[src/rtl/apf_pkg.sv]
`timescale 1ns / 1ps
`default_nettype none

package apf_pkg;

    // data widths
    localparam int SAMPLE_W  = 16;
    localparam int COEF_W    = 16;
    localparam int PROD_W    = SAMPLE_W + COEF_W;
    localparam int FRAC_BITS = 12;
    localparam int ACC_W     = 35;
    localparam int MAG_W     = ACC_W - 1;
    localparam int MAX_ORDER = 6;
    localparam int ORDER_W   = 3;

    // configuration port
    localparam int CFG_IDX_W = 3;
    localparam logic [CFG_IDX_W-1:0] REG_ORDER    = 3'd0;
    localparam logic [CFG_IDX_W-1:0] REG_LEAD     = 3'd1;
    localparam logic [CFG_IDX_W-1:0] REG_FB_FIRST = 3'd2;

    // register values after reset
    localparam logic [ORDER_W-1:0]       ORDER_RESET = '0;
    localparam logic signed [COEF_W-1:0] LEAD_RESET  = 16'sd4096;

    // serial divider: quotient bits produced one per cycle
    localparam int QUO_W     = SAMPLE_W + 1;
    localparam int DIV_STEPS = QUO_W;
    localparam int DIV_CNT_W = 5;

    // saturation limits on the quotient magnitude
    localparam logic [QUO_W-1:0] POS_LIM = 17'd32767;
    localparam logic [QUO_W-1:0] NEG_LIM = 17'd32768;
    localparam logic signed [SAMPLE_W-1:0] SAMPLE_MAX = 16'sh7FFF;
    localparam logic signed [SAMPLE_W-1:0] SAMPLE_MIN = 16'sh8000;

    typedef logic signed [SAMPLE_W-1:0] sample_t;
    typedef logic signed [COEF_W-1:0]   coef_t;
    typedef logic signed [PROD_W-1:0]   prod_t;
    typedef logic signed [ACC_W-1:0]    acc_t;

    // per-cell control
    typedef struct packed {
        logic clear;
        logic shift;
        logic coef_we;
        logic tap_en;
    } cell_ctl_t;

endpackage

`default_nettype wire

[src/rtl/apf_div.sv]
`timescale 1ns / 1ps
`default_nettype none

module apf_div (
    input  wire logic             clk,
    input  wire logic             rst_n,
    input  wire logic             start,
    input  wire apf_pkg::acc_t    num,
    input  wire apf_pkg::coef_t   den,
    output apf_pkg::sample_t      result,
    output logic                  sat,
    output logic                  done
);
    import apf_pkg::*;

    typedef enum logic [1:0] {
        DV_IDLE,
        DV_LOAD,
        DV_ITER,
        DV_DONE
    } dv_state_t;

    dv_state_t             state_reg;
    logic [DIV_CNT_W-1:0]  cnt_reg;
    sample_t               result_reg;
    logic                  sat_reg;
    logic                  done_reg;

    logic                  neg_reg;
    logic [MAG_W-1:0]      mag_reg;
    logic [COEF_W-1:0]     dmag_reg;
    logic                  ovf_reg;
    logic [QUO_W-1:0]      rem_reg;
    logic [QUO_W-1:0]      low_reg;

    acc_t                  num_abs;
    logic [COEF_W:0]       den_ext;
    logic [COEF_W:0]       den_abs;
    logic [QUO_W-1:0]      dsor;
    logic [ACC_W-1:0]      dvd;
    logic [QUO_W:0]        trial;
    logic [QUO_W:0]        trial_diff;
    logic                  trial_ge;
    logic [QUO_W-1:0]      quo_neg;
    logic                  pos_sat;
    logic                  neg_sat;
    sample_t               result_next;

    // magnitudes of the operands
    always_comb
    begin
        num_abs = num[ACC_W-1] ? -num : num;
        den_ext = {den[COEF_W-1], den};
        den_abs = den[COEF_W-1] ? (~den_ext + 1'b1) : den_ext;
    end

    // rounding dividend 2|n| + |d| over divisor 2|d|
    always_comb
    begin
        dsor = {dmag_reg, 1'b0};
        dvd  = {mag_reg, 1'b0} + ACC_W'(dmag_reg);
    end

    // one restoring step
    always_comb
    begin
        trial      = {rem_reg, low_reg[QUO_W-1]};
        trial_ge   = trial >= {1'b0, dsor};
        trial_diff = trial - {1'b0, dsor};
    end

    // sign and saturation of the quotient
    always_comb
    begin
        quo_neg = ~low_reg + 1'b1;
        pos_sat = !neg_reg && (ovf_reg || (low_reg > POS_LIM));
        neg_sat = neg_reg && (ovf_reg || (low_reg > NEG_LIM));
        if (pos_sat)
        begin
            result_next = SAMPLE_MAX;
        end
        else if (neg_sat)
        begin
            result_next = SAMPLE_MIN;
        end
        else if (neg_reg)
        begin
            result_next = quo_neg[SAMPLE_W-1:0];
        end
        else
        begin
            result_next = low_reg[SAMPLE_W-1:0];
        end
    end

    // sequencer and registered result
    always_ff @(posedge clk or negedge rst_n)
    begin
        if (!rst_n)
        begin
            state_reg  <= DV_IDLE;
            cnt_reg    <= '0;
            result_reg <= '0;
            sat_reg    <= 1'b0;
            done_reg   <= 1'b0;
        end
        else
        begin
            done_reg <= (state_reg == DV_DONE);
            unique case (state_reg)
                DV_IDLE:
                begin
                    if (start)
                    begin
                        state_reg <= DV_LOAD;
                    end
                end
                DV_LOAD:
                begin
                    cnt_reg   <= '0;
                    state_reg <= DV_ITER;
                end
                DV_ITER:
                begin
                    cnt_reg <= cnt_reg + 1'b1;
                    if (cnt_reg == DIV_CNT_W'(DIV_STEPS - 1))
                    begin
                        state_reg <= DV_DONE;
                    end
                end
                DV_DONE:
                begin
                    result_reg <= result_next;
                    sat_reg    <= pos_sat || neg_sat;
                    state_reg  <= DV_IDLE;
                end
                default:
                begin
                    state_reg <= DV_IDLE;
                end
            endcase
        end
    end

    // datapath
    always_ff @(posedge clk)
    begin
        if (state_reg == DV_IDLE && start)
        begin
            neg_reg  <= num[ACC_W-1] ^ den[COEF_W-1];
            mag_reg  <= num_abs[MAG_W-1:0];
            dmag_reg <= den_abs[COEF_W-1:0];
        end
        if (state_reg == DV_LOAD)
        begin
            ovf_reg <= dvd >= ACC_W'({dsor, {QUO_W{1'b0}}});
            rem_reg <= dvd[2*QUO_W-1:QUO_W];
            low_reg <= dvd[QUO_W-1:0];
        end
        if (state_reg == DV_ITER)
        begin
            rem_reg <= trial_ge ? trial_diff[QUO_W-1:0] : trial[QUO_W-1:0];
            low_reg <= {low_reg[QUO_W-2:0], trial_ge};
        end
    end

    assign result = result_reg;
    assign sat    = sat_reg;
    assign done   = done_reg;

endmodule

`default_nettype wire

[config.mk]
export PLATFORM = sky130hd
export DESIGN_NAME = apf_div
export DESIGN_NICKNAME = d
export VERILOG_FILES = /design/src/rtl/apf_pkg.sv /design/src/rtl/apf_div.sv
export SDC_FILE = /design/constraint.sdc
export NUM_CORES = 1
export LEC_CHECK = 0
export BUFFER_PORTS_ARGS = -buffer_cell sky130_fd_sc_hd__buf_2
export CORE_ASPECT_RATIO = 1.75
export CORE_UTILIZATION = 61
export CTS_CLUSTER_DIAMETER = 100
export CTS_CLUSTER_SIZE = 24
export DETAILED_ROUTE_END_ITERATION = 7
export PLACE_DENSITY = 0.81
export SLEW_MARGIN = 20
export SYNTH_ARGS = -nofsm -noshare
export SYNTH_HDL_FRONTEND = slang
export SYNTH_SLANG_ARGS = --single-unit
[constraint.sdc]
create_clock -name clk -period 5.56 [get_ports clk]
set_input_delay 0.278 -clock clk [delete_from_list [all_inputs] [get_ports clk]]
set_output_delay 0.278 -clock clk [all_outputs]
set_load 0.05 [all_outputs]
# After elaboration in Yosys (flattened, before gate mapping)
# Index checks and enable logic that the tools add are counted.
# classes
add_sub_neg	6
multipliers	0
div_mod_pow	0
order_cmp	4
n_eq_ne	6
n_shift	0
mux	14
bitwise	3
n_reduce_logical	10
# op_table
cell	count
17-bit 2-to-1 mux	5
16-bit 2-to-1 mux	3
35-bit by 16-bit adder with 35-bit output	1
35-bit by 34-bit >= comparator with 1-bit output	1
34-bit 2-to-1 mux	1
34-bit negator	1
16-bit by 1-bit adder with 16-bit output (second input constant)	2
16-bit inverter	2
18-bit by 17-bit >= comparator with 1-bit output	1
17-bit by 15-bit > comparator with 1-bit output (second input constant)	1
17-bit by 16-bit > comparator with 1-bit output (second input constant)	1
17-bit subtractor	1
15-bit 2-to-1 mux	1
5-bit case mux with 2 select lines	1
2-bit case mux with 4 select lines	1
5-bit by 1-bit adder with 5-bit output (second input constant)	1
5-bit == test (second input constant)	1
2-bit == test (second input constant)	2
2-bit 2-to-1 mux	2
2-bit inequality test (second input constant)	2
1-bit logical AND	3
1-bit logical OR	3
2-bit by 1-bit == test with 1-bit output (second input constant)	1
2-bit zero test	1
other kinds (4)	4
# word_totals
register_bits	111
latchBits	0
ramBits	0
mem_bits_ro	0
in_bits	54
output_inout_bits	18
wordCells	55
mem_count	0

# Longest topological paths before layout
# depth
ltp_word	5
depth_mapped	20

# Worst setup path after synthesis
# Ideal clock, no wire load.
# synth_path
path_kind	register to register
startpoint	register dmag_reg[1]
endpoint	register ovf_reg (data pin)
setup_time_ns	0.188
arrival_ns	3.750
required_ns	5.372
slack_ns	1.622
stages_incl_launch_ff	20
path_cell_list	edfxtp_1 ha_1 inv_1 fa_1 nor2b_1 o21ai_0 nor4b_1 o21ai_0 nand3_1 a211oi_1 xnor2_1 inv_1 ha_1 nand4_1 nor3_1 o2111ai_1 nand4b_1 nor4_1 nand4_1 o41ai_1
# synth_via
elab_chain_len	2
# synth_lines
item	line	source
start: declaration	apf_div.sv:31	logic [COEF_W-1:0] dmag_reg;
start signal: assignment	apf_div.sv:152	dmag_reg <= den_abs[COEF_W-1:0];
35-bit by 16-bit adder with 35-bit output	apf_div.sv:61	dvd = {mag_reg, 1'b0} + ACC_W'(dmag_reg);
35-bit by 34-bit >= comparator with 1-bit output (*)	apf_div.sv:156	ovf_reg <= dvd >= ACC_W'({dsor, {QUO_W{1'b0}}});
end signal: assignment	apf_div.sv:156	
end: declaration	apf_div.sv:32	logic ovf_reg;
# Every way passes the cells marked *; elsewhere a longest branch is shown, timed or not.
# A chain may end at the register's enable or synchronous reset.

# Worst setup path in the final report
# Ends and elaborated chain as after synthesis.

==> results.py <==
metrics = {
    "layout": {
        "nets": 1029,
        "final_util": 0.694,
        "diodes": 0,
        "final_layout_size_suffix_gt1_frac": 0.142,
        "fin_area_um2": 9020,
        "layout-area-overhead-vs-synth_pct": 9.79,
        "finalNonFillerCells": 1091,
        "largest_register_ff_count": 34,
    },
    "clock_tree": {
        "htreeDepth": 3,
        "cts_root_buffer": "clkbuf_16",
        "clock_sinks": 111,
        "numCtsBuffers": 9,
        "cts_buffer_depth": 2,
        "clkTransAtPathRegs_ns": 0.08,
        "cts-resized-gates": 0,
        "cts_tree": "done",
        "worstSkewPairLatency_ns": 0.35,
    },
    "timing": {
        "slew_headroom": 0.311,
        "fin_ws_ns": 0.956,
        "period_needed_ns": 4.60,
        "finalSetupViolations": 0,
        "max_freq_mhz": 217,
        "worst-slew-pin-transition_ns": 1.03,
        "maxSlewViolCount": 0,
        "finClkSkew_ns": 0.00926,
        "grt_setup_unrepaired": "false",
        "period_share": 0.828,
        "hold_violations": 0,
        "whs_ns": 0.159,
        "final.setup.tns_ns": 0,
    },
    "yosys": {
        "synthAdderAreaFrac": 0.0932,
        "synth_cell_types": 67,
        "synth_edf_count": 86,
        "syn_inst": 858,
        "synth_ff_type": "edfxtp_1",
        "synth_nets": 972,
        "synth_top_family_by_area": "simple AND/OR/NAND/NOR gates",
        "ys_warn_count": 0,
        "yosys.area_share.simple": 0.181,
        "syn_area_um2": 8220,
        "yosys.area_share.xor_xnor": 0.0917,
        "muxShareOfSynthArea": 0.0428,
        "syn_avg_cell_area_um2": 9.58,
        "synth_compound_area_frac": 0.166,
        "async_flop_share": 0.225,
        "yosysSeqAreaShare": 0.390,
        "ys_seq_elements": 111,
    },
    "worst_setup_path": {
        "worstSetupPathType": "flip-flop to flip-flop",
        "crit_arrival_ns": 4.76,
        "worstSetupEndpointType": "flip-flop",
        "cp_max_fo": 9,
        "start_kind": "flip-flop",
        "required_ns": 5.71,
    },
    "die": {
        "row_count": 55,
        "io_pins": 72,
        "dieArea_um2": 14000,
        "floorplan.initialDensity": 0.632,
        "die_y_um": 156,
        "core_um2": 13000,
        "die_x_um": 89.7,
    },
    "outcome": {
        "run_status": "finished clean",
    },
    "place": {
        "pre_cts_slack_ns": 1.00,
        "dpl.hpwl_um": 14700,
        "postPlaceCellArea_um2": 8690,
        "finalWeightedCongestion": 0.972,
        "placed_cells": 1074,
        "numPortBuffers": 71,
    },
    "route": {
        "ant_nets": 0,
        "wl_per_cell_um": 17.3,
        "drt_iter0_markers": 369,
        "wirelength_um": 18800,
        "drcViolationCount": 0,
        "vias_per_cell": 6.10,
        "num_vias": 6658,
        "dr.pass1.iters": 5,
    },
    "grt": {
        "grt_pass1_wl_um": 30900,
        "antenna_found_initial": 0,
        "grtUsageTotal": 0.279,
        "grt_pass1_vias": 6512,
        "overflow": 0,
        "grt_max_degree": 57,
    },
    "pwr": {
        "power_density_nw_per_um2": 531,
        "total_power_mw": 4.79,
        "vdd_ir_drop_max_v": 0.000319,
        "leakage_nw": 3.50,
    },
    "worst_hold_path": {
        "hold_path.class": "primary input to flip-flop",
    },
    "flow_run": {
        "drv_cap": 0,
    },
}
==> area by class of cell <==
type                    instances  area (um2)
fillers                      1008        3980
inverters                      49         184
flip-flops and latches        111        3210
multi-input cells             671        4720
repair buffers                 73         373
clock buffers                  10         229
well taps                     171         214
clock inverters                 6        91.3
==> Yosys cell counts (7+ instances only) <==
cell type	count	area (um2)
dfrtp_1	25	626
o21a_1	7	52.6
o211ai_1	7	52.6
o41ai_1	8	70.1
o31ai_1	18	135
inv_1	49	184
nor2_1	60	225
a21o_1	7	52.6
mux2_2	22	248
xor2_1	25	219
nor2b_1	10	62.6
nor4_1	9	56.3
or3b_1	10	87.6
a21oi_1	46	230
nand3_1	18	90.1
xnor2_1	61	534
nor3_1	21	105
nand2_1	84	315
a211oi_1	11	82.6
o21ai_0	57	285
edfxtp_1	86	2580
mux2i_1	7	70.1
ha_1	58	726
clkbuf_1	18	67.6
or3_1	13	81.3
nand4_1	11	68.8
a31oi_1	11	68.8
==> cell families (layout without fill, tap and decap cells) <==
| kind of cell | after synthesis | in the layout |
|---|---|---|
| and+or+nand+nor | 285 | 285 |
| muxes | 32 | 32 |
| buffers and inverters | 76 | 138 |
| DFF | 111 | 111 |
| adders and majority gates | 60 | 60 |
| xor gates and xnor gates | 86 | 86 |
| AOI/OAI and AO/OA | 208 | 208 |
==> final timing paths <==
| kind | from | end | slack (ns) | depth (start not counted) |
|---|---|---|---|---|
| min in group asynchronous | rst_n | result[7]$_DFFE_PN0P_ | 0.45 | 2 |
| hold reg to reg | result[10]$_DFFE_PN0P_ | result[10]$_DFFE_PN0P_ | 0.49 | 2 |
| hold / removal | den[0] | dmag_reg[0]$_DFFE_PP_ | 0.16 | 1 |
| setup reg to reg | dmag_reg[1]$_DFFE_PP_ | ovf_reg$_DFFE_PN_ | 0.96 | 19 |
| max in group asynchronous | rst_n | cnt_reg[3]$_DFFE_PN0P_ | 4.72 | 2 |
| setup / recovery | dmag_reg[1]$_DFFE_PP_ | ovf_reg$_DFFE_PN_ | 0.96 | 19 |
==> critical path, cell delays in order (launching register included) <==
cell,delay [ns]
edfxtp_1,0.41
ha_1,0.22
inv_1,0.07
fa_1,0.39
nor2b_1,0.20
o21ai_0,0.11
nor4b_1,0.15
o21ai_0,0.32
nand3_1,0.35
a211oi_1,0.34
xnor2_1,0.18
inv_1,0.07
ha_1,0.29
nand4_1,0.09
nor3_1,0.21
o2111ai_1,0.12
nand4b_1,0.19
nor4_1,0.28
nand4_1,0.14
o41ai_1,0.27
==> where the power goes <==
part	total (mW)	leakage (nW)	switching, mW	internal (mW)
Clock	0.703	0.157	0.304	0.399
Combinational	2.50	2.24	1.54	0.957
Sequential	1.58	1.10	0.243	1.34
==> cell usage in the layout, fill, tap and decap left out, drive strengths merged, types with 5 or more instances in the layout <==
master,n
o41ai,10
a21boi,5
clkbuf,10
and2,5
a31oi,11
nand2b,6
dfrtp,25
inv,51
or3b,10
buf,72
edfxtp,86
o21ai,60
mux2i,7
nor2b,10
o211ai,7
ha,58
a21o,7
or2,6
nand2,84
and4,5
o31ai,19
nand3,20
a21oi,46
xnor2,61
or4,7
a211oi,11
nand4,11
xor2,25
nor3,21
o21a,7
mux2,25
nor2,60
nor4,10
or3,14
==> metal layers <==
metal,up-vias,GRT usage,wire length (um),part of all wire
met5,-,0,0,0
met1,3150,0.286,7160,0.38
met4,0,0.173,1090,0.058
met2,169,0.530,10100,0.53
met3,57,0.0361,519,0.028
li1,3282,-,-,-
==> repair_timing <==
| item | in CTS | in global routing |
|---|---|---|
| setup buffers | 0 | 0 |
| endpoints found under the hold margin | 25 | 0 |
| hold buffers | 1 | 0 |
(Power assumes the default switching activity.)
