===== src/rtl/apf_pkg.sv =====
`timescale 1ns / 1ps
`default_nettype none

package apf_pkg;

    // data widths
    localparam int SAMPLE_W  = 16;
    localparam int COEF_W    = 16;
    localparam int PROD_W    = SAMPLE_W + COEF_W;
    localparam int FRAC_BITS = 12;
    localparam int ACC_W     = 35;
    localparam int MAG_W     = ACC_W - 1;
    localparam int MAX_ORDER = 6;
    localparam int ORDER_W   = 3;

    // configuration port
    localparam int CFG_IDX_W = 3;
    localparam logic [CFG_IDX_W-1:0] REG_ORDER    = 3'd0;
    localparam logic [CFG_IDX_W-1:0] REG_LEAD     = 3'd1;
    localparam logic [CFG_IDX_W-1:0] REG_FB_FIRST = 3'd2;

    // register values after reset
    localparam logic [ORDER_W-1:0]       ORDER_RESET = '0;
    localparam logic signed [COEF_W-1:0] LEAD_RESET  = 16'sd4096;

    // serial divider: quotient bits produced one per cycle
    localparam int QUO_W     = SAMPLE_W + 1;
    localparam int DIV_STEPS = QUO_W;
    localparam int DIV_CNT_W = 5;

    // saturation limits on the quotient magnitude
    localparam logic [QUO_W-1:0] POS_LIM = 17'd32767;
    localparam logic [QUO_W-1:0] NEG_LIM = 17'd32768;
    localparam logic signed [SAMPLE_W-1:0] SAMPLE_MAX = 16'sh7FFF;
    localparam logic signed [SAMPLE_W-1:0] SAMPLE_MIN = 16'sh8000;

    typedef logic signed [SAMPLE_W-1:0] sample_t;
    typedef logic signed [COEF_W-1:0]   coef_t;
    typedef logic signed [PROD_W-1:0]   prod_t;
    typedef logic signed [ACC_W-1:0]    acc_t;

    // per-cell control
    typedef struct packed {
        logic clear;
        logic shift;
        logic coef_we;
        logic tap_en;
    } cell_ctl_t;

endpackage

`default_nettype wire


===== src/rtl/apf_cell.sv =====
`timescale 1ns / 1ps
`default_nettype none

module apf_cell (
    input  wire logic               clk,
    input  wire logic               rst_n,
    input  wire apf_pkg::cell_ctl_t ctl,
    input  wire apf_pkg::coef_t     coef_data,
    input  wire apf_pkg::sample_t   hist_in,
    output apf_pkg::sample_t        hist_out,
    input  wire apf_pkg::acc_t      acc_in,
    output apf_pkg::acc_t           acc_out
);
    import apf_pkg::*;

    coef_t   coef_reg;
    sample_t hist_reg;
    prod_t   prod_reg;
    acc_t    acc_reg;
    acc_t    acc_next;

    // coefficient and one history entry
    always_ff @(posedge clk or negedge rst_n)
    begin
        if (!rst_n)
        begin
            coef_reg <= '0;
            hist_reg <= '0;
        end
        else
        begin
            if (ctl.coef_we)
            begin
                coef_reg <= coef_data;
            end
            if (ctl.clear)
            begin
                hist_reg <= '0;
            end
            else if (ctl.shift)
            begin
                hist_reg <= hist_in;
            end
        end
    end

    // partial sum handed on to the next cell
    always_comb
    begin
        acc_next = acc_in;
        if (ctl.tap_en)
        begin
            acc_next = acc_in - ACC_W'(prod_reg);
        end
    end

    always_ff @(posedge clk)
    begin
        prod_reg <= coef_reg * hist_reg;
        acc_reg  <= acc_next;
    end

    assign hist_out = hist_reg;
    assign acc_out  = acc_reg;

endmodule

`default_nettype wire


===== config.mk =====
export PLATFORM = sky130hd
export DESIGN_NAME = apf_cell
export DESIGN_NICKNAME = d
export VERILOG_FILES = /design/src/rtl/apf_pkg.sv /design/src/rtl/apf_cell.sv
export SDC_FILE = /design/constraint.sdc
export NUM_CORES = 1
export LEC_CHECK = 0
export BUFFER_PORTS_ARGS = -buffer_cell sky130_fd_sc_hd__buf_4
export CORE_MARGIN = 2
export CORE_UTILIZATION = 35
export DETAILED_ROUTE_END_ITERATION = 8
export SYNTH_ARGS = -nofsm -noshare
export SYNTH_HDL_FRONTEND = slang
export SYNTH_SLANG_ARGS = --single-unit

===== constraint.sdc =====
create_clock -name clk -period 13.45 [get_ports clk]
set_input_delay 2.0175 -clock clk [delete_from_list [all_inputs] [get_ports clk]]
set_output_delay 2.0175 -clock clk [all_outputs]
set_load 0.1 [all_outputs]

* Yosys cells after proc, flatten, opt, wreduce, memory -nomap -nowiden
Cells that the tools add are included.
Word-level totals: logic and storage cells 10, register bits 99
Cells by class: multiplexer cells 3, $add $sub $neg 1, reductions and logical operators 1, $mul 1
Operators by type and width (number):
- 35-bit two-way mux | 1
- 35-bit by 32-bit subtractor with 35-bit output | 1
- 16-bit by 16-bit multiplier with 32-bit output | 1
- 16-bit two-way mux | 2
- 2-bit nonzero test | 1

* Longest topological paths before layout
Gate-level depths: netlist (run 1).
word-level depth 2, gate-level depth with buffers 24, mapped depth without buffers 23

* Worst setup path before layout (run 1)
OpenSTA, ideal clock, no wires.
path type register to register, start point register hist_reg[1] (netlist: hist_out[1]), end point register prod_reg[31], data arrival time 6.493 ns, slack 6.884 ns, cell stages (with the launch flop) 22, buffers on the path 1, clock period less this slack 6.566 ns, path through dfrtp_1 clkbuf_1 nand2_1 fa_1 fa_1 fa_1 inv_1 fa_1 fa_1 inv_1 fa_1 inv_1 ha_1 a21o_1 a21o_1 or3_1 o21a_2 nand4_1 a31o_2 o31ai_4 and4_1 nor3_2
On the way: cells in the longest elaborated chain, start to end 1
RTL lines:
- start, declared | RTL line apf_cell.sv:17 | sample_t hist_reg;
- start signal, assigned | RTL line apf_cell.sv:42 | hist_reg <= hist_in;
- 16-bit by 16-bit multiplier with 32-bit output | RTL line apf_cell.sv:59 | prod_reg <= coef_reg * hist_reg;
- end signal, assigned | RTL line apf_cell.sv:59
- end, declared | RTL line apf_cell.sv:18 | prod_t prod_reg;
Every way passes these cells. A chain may end at the register's enable or synchronous reset.

* Worst setup path in the final report (run 1)
start point register coef_reg[7], end point register prod_reg[26]
On the way: cells in the longest elaborated chain, start to end 1
RTL lines:
- start, declared | RTL line apf_cell.sv:16 | coef_t coef_reg;
- start signal, assigned | RTL line apf_cell.sv:34 | coef_reg <= coef_data;
- 16-bit by 16-bit multiplier with 32-bit output | RTL line apf_cell.sv:59
Every way passes these cells.

==> results of run 1 <==
final timing paths:
check | startpoint | end | cells after the start
max reg2reg | coef_reg[7] | prod_reg[26] | 22
min in group asynchronous | rst_n | coef_reg[1] | 1
min | prod_reg[0] | acc_out[0] | 2
max in group asynchronous | rst_n | coef_reg[9] | 1
max | coef_reg[7] | prod_reg[26] | 22
min reg2reg | prod_reg[0] | acc_out[0] | 2
cells by family after synthesis:
group / share of synthesized area
XOR/XNOR: 0.03204
AO/OA/AOI/OAI: 0.08340
adder cells (fa/ha/maj): 0.4550
multiplexers: 0.03746
AND/OR/NAND/NOR: 0.1430
flip-flops: 0.1451
buffers and inverters: 0.1041
power breakdown:
part	total (mW)	internal (mW)	switching (mW)	leakage, nW
Clock	0.293	0.165	0.128	0.152
Combinational	2.46	0.933	1.52	7.14
Sequential	0.483	0.414	0.0689	0.964
metrics by stage:
stage	power, mW	area (um^2)	setup WS (ns)	util
3_5_place_dp	2.948	16170	6.926	0.3872
4_1_cts	3.260	16490	6.898	0.3948
3_3_place_gp	2.915	16170	7.053	0.3872
2_1_floorplan	2.402	14760	6.884	-
5_1_grt	3.585	16490	6.499	0.3948
6_report	3.231	16490	6.909	0.3948
metal layers:
metal	vias up	share of wire	GRT usage	routed length [um]
li1	5080	-	-	-
met1	5216	0.48	0.2451	17160
met2	256	0.45	0.2793	16110
met3	31	0.050	0.02783	1799
met4	0	0.018	0.05074	651
met5	-	0	0	0
layout by cell type, fill, tap and decap left out, types with 5 or more instances in the layout:
cell type                     n
sky130_fd_sc_hd__a21oi_1     51
sky130_fd_sc_hd__dfrtp_1     32
sky130_fd_sc_hd__xor2_1      19
sky130_fd_sc_hd__o21ai_0     31
sky130_fd_sc_hd__a211oi_1     6
sky130_fd_sc_hd__dfxtp_1     67
sky130_fd_sc_hd__clkbuf_16    9
sky130_fd_sc_hd__o211ai_1     5
sky130_fd_sc_hd__nand2b_1    11
sky130_fd_sc_hd__fa_1       263
sky130_fd_sc_hd__a21o_1      23
sky130_fd_sc_hd__mux2i_1     17
sky130_fd_sc_hd__o31ai_1      8
sky130_fd_sc_hd__nor3_1       8
sky130_fd_sc_hd__ha_1       116
sky130_fd_sc_hd__nand2_1    175
sky130_fd_sc_hd__xnor2_1     35
sky130_fd_sc_hd__and2_1     116
sky130_fd_sc_hd__nand3_1     17
sky130_fd_sc_hd__o21a_1       8
sky130_fd_sc_hd__buf_4      124
sky130_fd_sc_hd__nor2_1      61
sky130_fd_sc_hd__inv_1      356
sky130_fd_sc_hd__mux2_2      34
sky130_fd_sc_hd__o21bai_1     6
sky130_fd_sc_hd__nor2b_1      5
sky130_fd_sc_hd__nand4_1      5
layout make-up:
cell class / instances / area share
multi-input combinational: 1094 / 0.6723
sequential: 99 / 0.1299
inverter: 356 / 0.08104
timing repair buffer: 124 / 0.05646
tap: 539 / 0.04090
clock buffer: 11 / 0.01411
clock inverter: 5 / 0.005312
worst max-delay path, delay by kind of cell (launching register included):
family / cells / cell delay (ns)
AOI/OAI and AO/OA: 3 / 0.87
adders and majority gates: 7 / 3.35
buffers and inverters: 5 / 0.26
and+or+nand+nor: 6 / 1.03
xor gates and xnor gates: 1 / 0.18
DFF: 1 / 0.76
==> impl_results.rst, run 1 <==
.. list-table::
   :header-rows: 1

   * - Metric
     - Value
   * - Outcome
     - finished, final reports clean
   * - Clock tree from TritonCTS
     - built
   * - Avg Inst Size Synth
     - 9.238 um^2
   * - Most frequently used flop master after synthesis
     - sky130_fd_sc_hd__dfxtp_1
   * - Library cell occupying the most area in the post-synthesis netlist
     - sky130_fd_sc_hd__fa_1
   * - Post-synth EDFFs
     - 0
   * - Flip-flop count of the largest register after layout
     - 35
   * - Root Buffer
     - sky130_fd_sc_hd__clkbuf_16
   * - Unique masters post-synth
     - 73
   * - Final HPWL from detailed placement
     - 29880 um
   * - Worst min path class
     - reg -> reg
   * - Gpl congestion
     - 0.8901
   * - Footprint of the multi-input gates
     - 11080 um^2
   * - Fraction of layout instances using a drive strength above 1
     - 0.1149
   * - Post-route setup TNS
     - 0 ns
   * - Arr. time, crit path
     - between 6 and 7 ns
   * - Number of CTS-inserted buffers
     - 9
   * - Top-area cell type share of the netlist area
     - 0.3566
   * - Sequential share of the synthesized area
     - 0.1451
   * - Sink Count
     - 99
   * - Largest net degree at the start of global routing
     - between 40 and 50
   * - Crit Path Category
     - reg -> reg
   * - Clock network latency to the later pin of the worst-skew pair
     - 0.39 ns
   * - Final hold slack
     - 0.5193 ns
   * - Count of endpoints failing setup in the final report
     - 0
   * - Maximum single-stage delay on the critical path
     - 0.76 ns
   * - Std cell rows
     - 75
   * - Top cells by area in the synthesized netlist
     - sky130_fd_sc_hd__fa_1, sky130_fd_sc_hd__ha_1, sky130_fd_sc_hd__dfxtp_1, sky130_fd_sc_hd__inv_1, sky130_fd_sc_hd__dfrtp_1
   * - Clock slew at reported path FFs
     - 0.08 ns
   * - Netlist Area Pre-Place
     - 14760 um^2
   * - Leakage Power
     - 8.257 nW
   * - I/O pin count
     - 124
   * - FF/Latch Area
     - 2142 um^2
   * - Final antenna-violating net count
     - 0
   * - Antenna diode count
     - 0
   * - GRT Total Usage
     - 0.1746
   * - Starting density of the core
     - 0.3535
   * - DRT iter0 DRCs
     - 573
   * - Detailed-route DRC error count
     - 0
   * - Chain of cells forming the critical path
     - nand2_1 > fa_1 > inv_1 > fa_1 > inv_1 > fa_1 > inv_1 > fa_1 > fa_1 > inv_1 > fa_1 > inv_1 > ha_1 > nand4_1 > nor2_1 > nand4_1 > nor3b_2 > o31ai_1 > a21boi_2 > nor2_1 > o41ai_1 > xor2_1
   * - Crit share post-route
     - 0.4863
   * - Worst Path Required
     - around 14 ns
   * - Number of hold buffers added after CTS
     - 0
   * - Internal reg-to-reg setup slack
     - 6.91 ns
   * - Pwr dens
     - slightly below 200 nW/um^2
   * - Maximum root-to-sink buffer count
     - 2
   * - Nets@finish
     - 2136
   * - Die ar.
     - 43840 um^2
   * - Max-slew violations
     - 0
   * - Final wirelength
     - 35720 um
   * - Post-synthesis async set-or-reset flop share
     - 0.3232
   * - Number of H-tree levels
     - 3
   * - Max stage delay cell, worst path
     - sky130_fd_sc_hd__dfrtp_1
   * - Fill cell count
     - 4168
   * - Ys Warns
     - 0
   * - Routed length per instance
     - 16.03 um
   * - Fmax
     - 152.9 MHz
   * - Number of global-route vias before repair
     - approximately 11000
   * - Commonest cells post-synth
     - sky130_fd_sc_hd__inv_1, sky130_fd_sc_hd__fa_1, sky130_fd_sc_hd__nand2_1
   * - Placed cell count
     - 2212
   * - GR Overflow Total
     - 0
   * - Wire length of the first global-routing pass
     - 60120 um
   * - Via count of the routed design
     - between 10000 and 15000
   * - Gates resized, CTS repair
     - 0
   * - Transition time of the tightest slew-check pin
     - 0.7709 ns
   * - Number of buffer cells added on primary ports
     - 123
   * - Via-per-instance ratio
     - 4.750
   * - Width of the die
     - about 210 um
   * - Cells after synthesis
     - roughly 1600
   * - RSZ-0062 raised after global routing
     - no
   * - Worst Path Max Fanout
     - 17
   * - Core region area
     - 41760 um^2
   * - Most frequent cell after synthesis
     - sky130_fd_sc_hd__inv_1
   * - Initial antenna violation count
     - 0
   * - Count of endpoints failing hold in the final timing report
     - 0
   * - Clock period minus worst slack
     - 6.541 ns
   * - Max-capacitance violation count
     - 0
   * - Number of flip-flops and latches in the synthesized netlist
     - roughly 100
   * - Chip Height
     - 209.4 um
   * - CP dominant cell by count
     - sky130_fd_sc_hd__fa_1
   * - Final standard cell count with taps included and fillers excluded
     - 2228
   * - Syn-to-layout area delta
     - 11.69%
   * - Slew Limit Headroom
     - 0.4806
   * - Post-CTS setup buffers
     - 0
   * - Startpoint types
     - register
   * - Net count after synthesis
     - 2050
   * - DR pass1 iterations
     - 5
   * - Worst clock skew
     - 0.01164 ns
   * - Endpoint type of the worst setup path
     - register
   * - Maximum vdd ir drop
     - between 0.1 and 0.15 mV
(Power assumes the default switching activity.)
==> inputs of run 2 (changes only) <==
- ABC_AREA: default -> 1
- clock period: 13.45 -> 5.4 ns (I/O delays scaled with it)
==> run 2 against run 1 <==
Register-to-register slack worse by 7.0 ns; non-clock buffer count up 136; via count increased by 28%; highest routed layer unchanged; critical path depth decreased by 1; the flow now finishes with violations (negative setup slack); area after synthesis grew 9.6%; critical path type unchanged; clock skew increased by 0.011 ns; maximum frequency grew 20%.
==> impl_results.rst, run 2 <==
.. list-table::
   :header-rows: 1

   * - Metric
     - Value
   * - Post-layout total power
     - 10.35 mW (+220%)
   * - GRT Total Usage
     - 0.1933 (+0.01867)
   * - Number of flip-flops and latches in the synthesized netlist
     - 99 (unchanged)
   * - Top-area cell type share of the netlist area
     - 0.3254 (-0.03122)
   * - Via-per-instance ratio
     - 4.555 (-4.1%)
   * - Flip-flop count of the largest register after layout
     - 35 (unchanged)
   * - Width of the die
     - 219.0 um (+4.6%)
   * - Netlist Area Pre-Place
     - 16180 um^2 (+9.6%)
   * - Adder-cell share of the synthesized area
     - 0.4151 (-0.03983)
   * - I/O pin count
     - 124 (unchanged)
   * - Routed length per instance
     - 14.83 um (-7.5%)
   * - Slew Limit Headroom
     - 0.6647 (+0.1840)
   * - Fraction of the mapped netlist area in compound gates
     - 0.05042 (-0.03298)
   * - RR Startpoint
     - coef_reg[15]
   * - Commonest cells post-synth
     - sky130_fd_sc_hd__inv_1, sky130_fd_sc_hd__nand2_1, sky130_fd_sc_hd__fa_1
   * - DR pass1 iterations
     - 5 (unchanged)
   * - Unique masters post-synth
     - 41 (-44%)
   * - Commonest cells after routing, fill and taps aside
     - sky130_fd_sc_hd__inv_1, sky130_fd_sc_hd__nand2_1, sky130_fd_sc_hd__fa_1
   * - Startpoint types
     - register
   * - Clock slew at reported path FFs
     - 0.10 ns (+0.02 ns)
   * - Proportion of synthesized area in mux cells
     - 0.006960 (-0.03050)
   * - Detailed-route DRC error count
     - 0 (unchanged)
   * - Worst min path class
     - in -> async
   * - Count of endpoints failing hold in the final timing report
     - 0 (unchanged)
   * - Most frequent cell after synthesis
     - sky130_fd_sc_hd__inv_1
   * - Net count after synthesis
     - 2619 (+28%)
   * - Via count of the routed design
     - 13510 (+28%)
   * - Arr. time, crit path
     - 5.78 ns (-1.07 ns)
   * - Wire length of the first global-routing pass
     - 72660 um (+21%)
   * - Post-route setup TNS
     - -0.08009 ns (-0.08009 ns)
   * - Outcome
     - complete, but fails checks
   * - Worst clock skew
     - 0.02259 ns (+0.01096 ns)
   * - Number of buffer cells added on primary ports
     - 123 (unchanged)
   * - Core region area
     - 45480 um^2 (+8.9%)
   * - Count of endpoints failing setup in the final report
     - 2 (+2)
   * - Crit share post-route
     - 1.011 (+0.5246)
   * - Std cell rows
     - 78 (+4.0%)
   * - Worst R2R Path Depth
     - 21 (-4.5%)
   * - Clock period minus worst slack
     - 5.459 ns (-1.082 ns)
   * - Post-synthesis share of cell area spent on xor and xnor gates
     - 0.02490 (-0.007135)
   * - Fraction of layout instances using a drive strength above 1
     - 0.2025 (+0.08759)
   * - Number of H-tree levels
     - 3 (unchanged)
   * - Sequential share of the synthesized area
     - 0.1324 (-0.01270)
   * - Violated checks
     - negative setup slack
   * - Most frequently used flop master after synthesis
     - sky130_fd_sc_hd__dfxtp_1
   * - Root Buffer
     - sky130_fd_sc_hd__clkbuf_16
   * - Critical path capture point
     - prod_reg[26]
   * - Initial antenna violation count
     - 0 (unchanged)
   * - Crit Path Category
     - reg -> reg
   * - Pwr dens
     - 529.4 nW/um^2 (+170%)
   * - Endpoint type of the worst setup path
     - register
   * - Most frequent standard cell in the layout excluding fill and tap cells
     - sky130_fd_sc_hd__inv_1
   * - Top cells by area in the synthesized netlist
     - sky130_fd_sc_hd__fa_1, sky130_fd_sc_hd__inv_1, sky130_fd_sc_hd__nand2_1, sky130_fd_sc_hd__ha_1, sky130_fd_sc_hd__dfxtp_1
   * - Clock network latency to the later pin of the worst-skew pair
     - 0.41 ns (+0.02 ns)
   * - Largest family of logic cells by synthesized area
     - adder cells
   * - Worst Path Max Fanout
     - 8 (-9)
   * - Final HPWL from detailed placement
     - 37580 um (+26%)
   * - Syn-to-layout area delta
     - 20.88%
   * - Leakage Power
     - 10.75 nW (+30%)
   * - Final antenna-violating net count
     - 0 (unchanged)
   * - Final wirelength
     - 43970 um (+23%)
   * - End of the worst register-to-register path
     - prod_reg[26]
   * - Largest net degree at the start of global routing
     - 50 (+14%)
   * - Final worst setup slack
     - -0.05859 ns (-6.968 ns)
   * - Cells after synthesis
     - 2167 (+36%)
   * - DRT iter0 DRCs
     - 645 (+13%)
   * - Core occupancy in the finished layout
     - 0.4300 (+0.03519)
   * - Ys Warns
     - 0 (unchanged)
   * - Post-synthesis async set-or-reset flop share
     - 0.3232 (unchanged)
   * - Sink Count
     - 99 (unchanged)
   * - Fmax
     - 183.2 MHz (+20%)
   * - Post-synth EDFFs
     - 0 (unchanged)
   * - Gpl congestion
     - 0.8959 (+0.65%)
   * - Maximum vdd ir drop
     - 0.4524 mV (+210%)
   * - Number of CTS-inserted buffers
     - 9 (unchanged)
   * - Avg Inst Size Synth
     - 7.466 um^2 (-19%)
   * - Worst Path Required
     - 5.72 ns (-8.04 ns)
   * - Internal reg-to-reg setup slack
     - -0.06 ns (-6.97 ns)
   * - GR Overflow Total
     - 0 (unchanged)
   * - Max-capacitance violation count
     - 0 (unchanged)
   * - Clock tree from TritonCTS
     - built
   * - Max-slew violations
     - 0 (unchanged)
   * - RSZ-0062 raised after global routing
     - yes
   * - Maximum root-to-sink buffer count
     - 2 (unchanged)
   * - Transition time of the tightest slew-check pin
     - 0.5024 ns (-0.2684 ns)
   * - Starting density of the core
     - 0.3558 (+0.002227)
   * - Number of global-route vias before repair
     - 14402 (+26%)
   * - Fill cell count
     - 4644 (+11%)
   * - Critical path launch point
     - coef_reg[15]
   * - Chip Height
     - 219.0 um (+4.6%)
   * - Die ar.
     - 47960 um^2 (+9.4%)
   * - Nets@finish
     - 2813 (+32%)
   * - Antenna diode count
     - 0 (unchanged)
   * - Library cell occupying the most area in the post-synthesis netlist
     - sky130_fd_sc_hd__fa_1
   * - Post-synthesis share of cell area spent on and, or, nand and nor gates
     - 0.2165 (+0.07348)
-- run 2: final cells by class --
class                           count  area (um^2)  share of cell area
Clock buffer                        9        225.2             0.01152
Timing Repair Buffer              260         2039              0.1043
Multi-Input combinational cell   1407        12080              0.6174
Sequential cell                    99         2205              0.1127
Clock inverter                      7        70.07            0.003583
Inverter                          584         2192              0.1121
Tap cell                          600        750.7             0.03839
-- run 2: report_power, final --
group / internal (mW) / switching, mW
Combinational: 3.39 / 5.11
Sequential: 1.02 / 0.141
Clock: 0.325 / 0.370
Total: 4.73 / 5.62
-- run 2: worst max-delay path, stage by stage, from the launching register on --
cell	delay (ns)
sky130_fd_sc_hd__dfrtp_2	0.53
sky130_fd_sc_hd__buf_6	0.14
sky130_fd_sc_hd__nand2_4	0.04
sky130_fd_sc_hd__fa_1	0.53
sky130_fd_sc_hd__inv_2	0.14
sky130_fd_sc_hd__fa_2	0.50
sky130_fd_sc_hd__buf_6	0.15
sky130_fd_sc_hd__fa_1	0.54
sky130_fd_sc_hd__fa_1	0.43
sky130_fd_sc_hd__fa_1	0.52
sky130_fd_sc_hd__inv_2	0.04
sky130_fd_sc_hd__fa_1	0.50
sky130_fd_sc_hd__inv_2	0.05
sky130_fd_sc_hd__ha_4	0.29
sky130_fd_sc_hd__buf_6	0.10
sky130_fd_sc_hd__nand2_4	0.07
sky130_fd_sc_hd__nor2_4	0.15
sky130_fd_sc_hd__inv_2	0.06
sky130_fd_sc_hd__nor4b_2	0.23
sky130_fd_sc_hd__nand2_1	0.10
sky130_fd_sc_hd__nand3_2	0.09
sky130_fd_sc_hd__xor2_2	0.16
-- run 2: cell families (layout without fill, tap and decap cells) --
| group | count (synthesis) | in the layout |
|---|---|---|
| mux | 10 | 10 |
| fa+ha+maj | 379 | 379 |
| simple gates | 824 | 824 |
| compound gates | 148 | 148 |
| xor+xnor | 46 | 46 |
| buf+inv | 661 | 860 |
| flops | 99 | 99 |
-- run 2: what timing repair did --
item                       4_1_cts  5_1_grt
gates resized for setup         17       93
buffers inserted                 6       11
hold buffers                     0        0
pin swaps                        3       37
setup endpoints to repair       11       18
-- run 2: stage by stage --
| step | instance area, um^2 | cells | hold slack, ns | setup WS, ns |
|---|---|---|---|---|
| 3_3_place_gp | 18750 | 2933 | 0.5382 | -0.1127 |
| 4_1_cts | 19160 | 2955 | 0.3314 | -0.008836 |
| 3_5_place_dp | 18750 | 2933 | 0.5291 | -0.1813 |
| 5_1_grt | 19560 | 2966 | 0.3556 | -0.2997 |
| 6_report | 19560 | 2966 | 0.3332 | -0.05859 |
| 2_1_floorplan | 16530 | 2167 | 0.5135 | -0.03625 |
-- run 2: worst min path at each step --
stage	start	end	slack (ns)	depth (start not counted)
after floorplan	rst_n	coef_reg[0]	0.51	0
after global placement	coef_reg[0]	coef_reg[0]	0.54	2
after detailed placement	prod_reg[0]	acc_out[0]	0.53	2
after CTS	rst_n	coef_reg[11]	0.33	1
after global routing	rst_n	coef_reg[6]	0.36	1
final	rst_n	coef_reg[2]	0.33	1
-- run 2: per-layer routing --
metal | GRT usage | share of wire | routed length (um)
met1 | 0.2515 | 0.45 | 19780
met2 | 0.3368 | 0.48 | 21110
met3 | 0.02703 | 0.048 | 2096
met4 | 0.05023 | 0.022 | 988
met5 | 0 | 0 | 0
